<file path="src/sv/pcls_pkg.sv">
// Shared constants, types and command encodings for the plate capacitor solver.
// Used by the controller, the datapath and the top level; no dependencies.
package pcls_pkg;

    localparam int GRID_SIZE = 512;
    localparam int IDX_W     = $clog2(GRID_SIZE);
    localparam int ADDR_W    = 2 * IDX_W;
    localparam int POT_W     = 24;
    localparam int CFG_W     = 23;

    localparam logic [1:0] MODE_INIT  = 2'd0;
    localparam logic [1:0] MODE_SWEEP = 2'd1;
    localparam logic [1:0] MODE_READ  = 2'd2;

    localparam logic [2:0] REG_TOP_ROW   = 3'd0;
    localparam logic [2:0] REG_BOT_ROW   = 3'd1;
    localparam logic [2:0] REG_FIRST_COL = 3'd2;
    localparam logic [2:0] REG_LAST_COL  = 3'd3;
    localparam logic [2:0] REG_HALF_V    = 3'd4;
    localparam logic [2:0] REG_SWEEPS    = 3'd5;
    localparam logic [2:0] REG_SCALE     = 3'd6;

    // Controller to datapath commands.
    typedef struct packed {
        logic              mem_rd;    // read the grid at rd_addr
        logic [ADDR_W-1:0] rd_addr;
        logic [2:0]        rd_tag;    // which operand slot the read fills
        logic              cell_wr;   // finish a relaxation step for cursor cell
        logic              init_wr;   // write init value for cursor cell
        logic              clear_wr;  // write zero to cursor cell after reset
        logic [IDX_W-1:0]  cur_row;
        logic [IDX_W-1:0]  cur_col;
        logic              calc;      // compute field outputs from loaded slots
    } t_cmd;

    localparam logic [2:0] TAG_UP    = 3'd0;
    localparam logic [2:0] TAG_DOWN  = 3'd1;
    localparam logic [2:0] TAG_LEFT  = 3'd2;
    localparam logic [2:0] TAG_RIGHT = 3'd3;
    localparam logic [2:0] TAG_CTR   = 3'd4;

endpackage

</file>
<file path="src/sv/pcls_ctrl.sv">
// Controller of the plate capacitor solver: command intake, sweep sequencing,
// grid initialization walk and result handshake. Depends on pcls_pkg.
module pcls_ctrl (
    input  logic                 i_clk,
    input  logic                 i_rst_n,
    input  logic                 i_valid,
    output logic                 o_ready,
    input  logic [1:0]           i_mode,
    input  logic [8:0]           i_row,
    input  logic [8:0]           i_col,
    input  logic [15:0]          i_sweeps,
    output pcls_pkg::t_cmd       o_cmd,
    output logic                 o_valid,
    input  logic                 i_ready,
    output logic [1:0]           o_done_mode,
    output logic                 o_zero_pot,
    output logic                 o_zero_field
);
    localparam int IW = pcls_pkg::IDX_W;
    localparam logic [IW-1:0] LAST = IW'(pcls_pkg::GRID_SIZE - 1);

    localparam logic [2:0] S_IDLE  = 3'd0;
    localparam logic [2:0] S_INIT  = 3'd1;
    localparam logic [2:0] S_SWEEP = 3'd2;
    localparam logic [2:0] S_READ  = 3'd3;
    localparam logic [2:0] S_CALC  = 3'd4;
    localparam logic [2:0] S_DONE  = 3'd5;
    localparam logic [2:0] S_CLEAR = 3'd6;

    logic [2:0]    r_state, n_state;
    logic [2:0]    r_step, n_step;
    logic [IW-1:0] r_row, n_row, r_col, n_col;
    logic [15:0]   r_sweep, n_sweep;
    logic [1:0]    r_mode, n_mode;
    logic          r_border, n_border;
    logic          r_valid, n_valid;
    logic          accept;

    assign o_ready      = (r_state == S_IDLE) && !r_valid;
    assign accept       = i_valid && o_ready;
    assign o_valid      = r_valid;
    assign o_done_mode  = r_mode;
    assign o_zero_pot   = (r_mode != pcls_pkg::MODE_READ);
    assign o_zero_field = (r_mode != pcls_pkg::MODE_READ) || r_border;

    always_comb begin
        n_state  = r_state;
        n_step   = r_step;
        n_row    = r_row;
        n_col    = r_col;
        n_sweep  = r_sweep;
        n_mode   = r_mode;
        n_border = r_border;
        n_valid  = r_valid;
        o_cmd    = '0;
        o_cmd.cur_row = r_row;
        o_cmd.cur_col = r_col;
        if (r_valid && i_ready) begin
            n_valid = 1'b0;
        end
        unique case (r_state)
            S_IDLE: begin
                if (accept) begin
                    n_mode = i_mode;
                    n_step = '0;
                    if (i_mode == pcls_pkg::MODE_INIT) begin
                        n_row = '0;
                        n_col = '0;
                        n_state = S_INIT;
                    end else if (i_mode == pcls_pkg::MODE_SWEEP) begin
                        n_row = IW'(1);
                        n_col = IW'(1);
                        n_sweep = '0;
                        n_state = (i_sweeps == 16'd0) ? S_DONE : S_SWEEP;
                    end else if (i_mode == pcls_pkg::MODE_READ) begin
                        n_row = i_row;
                        n_col = i_col;
                        n_border = (i_row == '0) || (i_col == '0) ||
                                   (i_row == LAST) || (i_col == LAST);
                        n_state = S_READ;
                    end else begin
                        n_state = S_DONE;
                    end
                end
            end
            S_CLEAR: begin
                // The grid starts at zero: one write per cell before the first word.
                o_cmd.clear_wr = 1'b1;
                n_col = r_col + 1'b1;
                if (r_col == LAST) begin
                    n_row = r_row + 1'b1;
                    if (r_row == LAST) begin
                        n_state = S_IDLE;
                    end
                end
            end
            S_INIT: begin
                o_cmd.init_wr = 1'b1;
                n_col = r_col + 1'b1;
                if (r_col == LAST) begin
                    n_row = r_row + 1'b1;
                    if (r_row == LAST) begin
                        n_state = S_DONE;
                    end
                end
            end
            S_SWEEP: begin
                // Steps 0..3 issue neighbor reads, step 4 takes the last and writes.
                n_step = r_step + 3'd1;
                o_cmd.rd_tag = r_step;
                unique case (r_step)
                    3'd0: begin
                        o_cmd.mem_rd  = 1'b1;
                        o_cmd.rd_addr = {r_row - 1'b1, r_col};
                    end
                    3'd1: begin
                        o_cmd.mem_rd  = 1'b1;
                        o_cmd.rd_addr = {r_row + 1'b1, r_col};
                    end
                    3'd2: begin
                        o_cmd.mem_rd  = 1'b1;
                        o_cmd.rd_addr = {r_row, r_col - 1'b1};
                    end
                    3'd3: begin
                        o_cmd.mem_rd  = 1'b1;
                        o_cmd.rd_addr = {r_row, r_col + 1'b1};
                    end
                    default: begin
                        o_cmd.cell_wr = 1'b1;
                        n_step = '0;
                        n_col = r_col + 1'b1;
                        if (r_col == LAST - 1'b1) begin
                            n_col = IW'(1);
                            n_row = r_row + 1'b1;
                            if (r_row == LAST - 1'b1) begin
                                n_row = IW'(1);
                                n_sweep = r_sweep + 16'd1;
                                if (r_sweep + 16'd1 == i_sweeps) begin
                                    n_state = S_DONE;
                                end
                            end
                        end
                    end
                endcase
            end
            S_READ: begin
                // Five reads at steps 0..4, then steps 5 and 6 let the last data land.
                n_step = r_step + 3'd1;
                o_cmd.rd_tag = r_step;
                o_cmd.mem_rd = (r_step < 3'd5);
                unique case (r_step)
                    3'd0: o_cmd.rd_addr = {r_row - 1'b1, r_col};
                    3'd1: o_cmd.rd_addr = {r_row + 1'b1, r_col};
                    3'd2: o_cmd.rd_addr = {r_row, r_col - 1'b1};
                    3'd3: o_cmd.rd_addr = {r_row, r_col + 1'b1};
                    default: o_cmd.rd_addr = {r_row, r_col};
                endcase
                if (r_step == 3'd6) begin
                    n_state = S_CALC;
                end
            end
            S_CALC: begin
                o_cmd.calc = 1'b1;
                n_state = S_DONE;
            end
            S_DONE: begin
                if (!r_valid) begin
                    n_valid = 1'b1;
                    n_state = S_IDLE;
                end
            end
            default: n_state = S_IDLE;
        endcase
    end

    always_ff @(posedge i_clk) begin
        if (!i_rst_n) begin
            r_state <= S_CLEAR;
            r_valid <= 1'b0;
            r_step  <= '0;
            r_row   <= '0;
            r_col   <= '0;
            r_sweep <= '0;
            r_mode  <= '0;
            r_border <= 1'b0;
        end else begin
            r_state <= n_state;
            r_valid <= n_valid;
            r_step  <= n_step;
            r_row   <= n_row;
            r_col   <= n_col;
            r_sweep <= n_sweep;
            r_mode  <= n_mode;
            r_border <= n_border;
        end
    end

`ifndef SYNTH
    a_no_accept_busy: assert property (@(posedge i_clk) disable iff (!i_rst_n)
        (r_state != S_IDLE) |-> !o_ready) else $error("accept while busy");
    a_done_sets_valid: assert property (@(posedge i_clk) disable iff (!i_rst_n)
        (r_state == S_DONE && !r_valid) |=> r_valid) else $error("result lost");
    a_single_wr: assert property (@(posedge i_clk) disable iff (!i_rst_n)
        !(o_cmd.cell_wr && o_cmd.init_wr)) else $error("double write");
`endif
endmodule

</file>
<file path="config.mk">
export PLATFORM = sky130hd
export DESIGN_NAME = pcls_ctrl
export DESIGN_NICKNAME = d
export VERILOG_FILES = /design/src/sv/pcls_pkg.sv /design/src/sv/pcls_ctrl.sv
export SDC_FILE = /design/constraint.sdc
export NUM_CORES = 1
export LEC_CHECK = 0
export BUFFER_PORTS_ARGS = -buffer_cell sky130_fd_sc_hd__buf_2
export CAP_MARGIN = 20
export CORE_ASPECT_RATIO = 0.6
export CORE_UTILIZATION = 33
export CTS_BUF_LIST = sky130_fd_sc_hd__clkbuf_16
export DETAILED_ROUTE_END_ITERATION = 8
export MAX_ROUTING_LAYER = met4
export PLACE_DENSITY = 0.55
export SETUP_SLACK_MARGIN = 0.1
export SYNTH_ARGS = -nofsm -noshare
export SYNTH_HDL_FRONTEND = slang
export SYNTH_SLANG_ARGS = --single-unit
</file>
<file path="constraint.sdc">
create_clock -name i_clk -period 3.28 [get_ports i_clk]
set_clock_uncertainty 0.1 [all_clocks]
set_input_delay 0.164 -clock i_clk [delete_from_list [all_inputs] [get_ports i_clk]]
set_output_delay 0.164 -clock i_clk [all_outputs]
set_load 0.05 [all_outputs]
</file>
# Word level (Yosys, flattened, before mapping)
# Cells that the tools add are included.
# Widths: inputs -> output; s select.
[op_classes]
eq_ne = 35
muxes = 53
n_reduce_logical = 26
n_lt_le_gt_ge = 1
bitwise_logic = 2
n_div = 0
multipliers = 0
n_addsub = 6
shift = 0
[ops]
columns = ["cell", "count"]
rows = [
  ["$mux 9", 14],
  ["$mux 16", 6],
  ["$pmux 19 s4", 1],
  ["$pmux 18 s4", 1],
  ["$eq 9x9->1 const B", 6],
  ["$pmux 9 s3", 2],
  ["$mux 3", 17],
  ["$pmux 22 s2", 1],
  ["$pmux 16 s2", 1],
  ["$ne 2x2->1 const B", 13],
  ["$pmux 3 s7", 1],
  ["$add 9x1->9 const B", 2],
  ["$logic_not 9->1", 2],
  ["$sub 9x1->9 const B", 2],
  ["$add 16x1->16 const B", 1],
  ["$eq 16x16->1", 1],
  ["$logic_not 16->1", 1],
  ["$eq 3x2->1 const B", 4],
  ["$eq 3x3->1 const B", 4],
  ["$reduce_and 11->1", 1],
  ["$pmux 3 s3", 1],
  ["$mux 1", 8],
  ["$reduce_and 7->1", 1],
  ["$eq 3x1->1 const B", 2],
  ["other kinds (20)", 30],
]
[totals]
memories = 0
reg_bits = 44
latchBits = 0
input_bits = 40
rom_bits = 0
ramBits = 0

# Depth between registers and ports, before layout
[depth]
ltp_word = 7
ltp_mapped = 10
ltp_nobuf = 9

# Worst setup path before layout
# OpenSTA, ideal clock, no wires.
[synth_timing]
path_kind = "flip-flop to output port"
from = "register r_col[1]"
to = "output port o_cmd[31] (netlist name)"
arrival_ns = 2.795
setup_slack_ns = 0.221
path_stages_with_launch = 7
path_cell_list = "dfxtp_1 ha_1 and3_1 and3_1 a32o_1 a21oi_1 a311oi_1"
[synth_rtl]
columns = ["item", "line_no", "source"]
rows = [
  ["from (decl)", "pcls_ctrl.sv:32", "logic [IW-1:0] r_row, n_row, r_col, n_col;"],
  ["from (signal assigned)", "pcls_ctrl.sv:191", "r_col <= n_col;"],
  ["to (decl)", "pcls_ctrl.sv:12", "output pcls_pkg::t_cmd o_cmd,"],
]

==> qor.txt <==
Min-Delay Endpoint: o_valid
Post-synth cell types: 61
Initial antenna violation count: 0
Core ar.: 12,300 um2
Gr usage total: 22.4%
Max-slew headroom: 44.6%
Setup Buffers After CTS: 0
WL final: 14.4 mm
Top cells by area, synth: dfxtp_1 21%, nand2_1 5.6%, ha_1 5.0%
Cells along the critical path: inv_1 > ha_1 > nor3_1 > o21ai_0 > a22oi_1 > nor2_1 > buf_2
IO Port Bufs: 89
FP Rows: 31
Largest net degree at the start of global routing: 46
Seq/Total Area, Yosys: 20.8%
Share of the synthesized area in the top cell type: 20.8%
Max incr delay on CP: 0.65 ns
Cells on worst reg2reg path: 6
Antenna Violating Nets Remaining: 0
Share of cells above drive strength 1: 17.7%
Yosys Warn Count: 0
Bufs on Longest Clock Path: 2
Initial Utilization: 34.5%
Syn Std Cell Area: 4230 um2
Gpl congestion: 0.902
Clock sink count: 44
H-tree depth: 2
Slowest cell on the critical path: nor3_1
Cell accounting for the most synthesized area: dfxtp_1
R2r setup slk: 0.64 ns
Antenna diodes: 0
Fin crit period: 2.76 ns
Worst-skew pair later-pin latency: 0.29 ns
Synth cell count leaders: 63 x nand2_1, 52 x nor2_1, 44 x dfxtp_1
Vias in the first global route: 4,148
HP Class: in2reg
Final hold slack: 0.0518 ns
Outcome: complete, no violations
Post-route cell area: 4950 um2
DR vias/cell: 5.83
Via count: 4,807
Mapped Avg Cell Area: 7.14 um2
Hold path cells: 3
PwrDens: 812 nW/um2
Non-Filler Instances: 825
Share of synthesized registers carrying an async set or reset: 0%
Most used DFF post-synth: dfxtp_1
Worst-margin pin slew: 0.828 ns
Worst R2R Start: r_state[0]
Drt drc: 0
TritonCTS clock tree: yes
Inst Count DP: 817
Beginning of the worst hold path: i_ready
Data required time at the worst endpoint: 3.02 ns
Top-count cell post-synth: nand2_1
DIE HEIGHT: 89.7 um
Setup violators final: 0
FF+latch count, synth: 44
Reg clk slew, reported paths: 0.06 ns
Post-synth net total: 649
WP data arrival: 2.50 ns
Total CTS buffers: 5
First-pass GRT wire length: 22.5 mm
GR Overflow Total: 0
Worst Setup End Kind: primary output
Post-DP HPWL: 11.0 mm
Setup TNS: 0 ns
Fill cells: 1,298
Crit Path Class: reg2out
Final Hold Fails: 0
Area Growth Syn to Fin: 17.2%
Die ar.: 13,300 um2
Horiz. Die Dim: 148 um
CTS Hold Buffers Added: 0
Post-synthesis instance total: 592
Lkg Pwr: 0.00204 uW
Setup crit start kind: register
Num ports: 90
Wire length per cell: 17.4 um
Period utilization: 84.3%
Max Fclk: 362 MHz
Post-synth EDFFs: 0
RSZ-0062 raised after global routing: false
Placed cell area: 4790 um2
DRC marker count from the first detailed-route iteration: 453
Maxcap violations: 0
Layout Nets: 716
Slew Viols, Final: 0
Crit path max fanout: 8
TritonRoute pass-1 iters: 5
Reg2reg end: r_state[0]
Peak supply drop: 0.360 mV
Post_cts resized: 0
Root Buffer: clkbuf_16
[where the power goes]
group	internal, uW	leakage [uW]	switching (uW)
clock network	356	0.0000850	224
registers	632	0.000357	258
logic	803	0.00160	1750
[layout make-up]
class | instances | area (um2) | area share (%)
Inverter | 19 | 71.3 | 1.44
Clock buffer | 5 | 125 | 2.53
Clock inverter | 3 | 38.8 | 0.783
Tap cell | 165 | 206 | 4.17
Timing Repair Buffer | 101 | 536 | 10.8
Multi-Input combinational cell | 488 | 3100 | 62.5
Sequential cell | 44 | 881 | 17.8
[how the worst max path moves through the flow]
stage	from	endpoint	slack, ns	cells past startpoint
after floorplan	r_col[1]	o_cmd[31]	0.22	6
after global placement	r_row[1]	r_state[0]	0.77	9
after detailed placement	r_col[0]	r_state[0]	0.74	9
after CTS	r_step[0]	o_cmd[28]	0.54	7
after global routing	r_step[0]	o_cmd[28]	0.30	7
final	r_step[0]	o_cmd[28]	0.52	7
[sequential cells by signal, summed over array words and instances, names as in the netlist]
signal / count
r_sweep: 16
r_col: 9
r_row: 9
r_state: 3
r_step: 3
o_done_mode: 2
o_valid: 1
r_border: 1
[cell families after synthesis]
family / count (synthesis) / synth area share [%]
multiplexers: 5 / 1.21
flip-flops: 44 / 20.8
AND/OR/NAND/NOR: 263 / 32.2
buffers and inverters: 60 / 5.89
adder cells (fa/ha/maj): 17 / 5.03
XOR/XNOR: 30 / 6.22
AO/OA/AOI/OAI: 173 / 28.6
[stage by stage]
step | setup WS, ns | power, uW | utilization, %
after global routing | 0.298 | 4310 | 40.4
after global placement | 0.765 | 3410 | 39.1
after floorplan | 0.221 | 2780 | -
final | 0.516 | 4020 | 40.4
after detailed placement | 0.743 | 3400 | 39.1
after CTS | 0.536 | 4000 | 40.4
[per-layer routing]
metal	GRT usage, %	routed length (um)	vias to the layer above
met4	4.22	88	0
met3	5.45	1360	10
met2	30.4	5640	218
met1	32.9	7290	2266
li1	-	-	2313
met5	-	0	-
[worst max-delay path: cells and delay by family (launching register included)]
| kind | cells | cell delay, ns |
|---|---|---|
| and+or+nand+nor | 2 | 0.71 |
| AOI/OAI and AO/OA | 2 | 0.44 |
| DFF | 1 | 0.41 |
| adders and majority gates | 1 | 0.33 |
| buffers and inverters | 2 | 0.33 |
[layout by cell type (no fill, tap or decap), types with 5 or more instances in the layout]
cell | netlist | routed
ha_1 | 17 | 17
nand4_1 | 15 | 15
xnor2_1 | 19 | 19
o211ai_1 | 5 | 5
o31ai_1 | 9 | 9
dfxtp_1 | 44 | 44
clkbuf_16 | 0 | 5
o21a_1 | 13 | 13
inv_1 | 19 | 20
a22oi_1 | 16 | 16
buf_4 | 4 | 12
nor3b_1 | 8 | 8
a21oi_1 | 21 | 21
nor4_1 | 11 | 11
o21ai_0 | 40 | 40
buf_2 | 7 | 89
nor2_1 | 52 | 52
nand3_1 | 24 | 24
a21boi_0 | 19 | 19
a221oi_1 | 8 | 8
nor3_1 | 22 | 22
and3_1 | 13 | 13
a32oi_1 | 5 | 5
nand2b_1 | 9 | 9
nor2b_1 | 20 | 20
o211a_1 | 9 | 9
nand2_1 | 63 | 63
xor2_1 | 11 | 11
or3_1 | 7 | 7
Note: power is estimated with default switching activity, not from simulation.
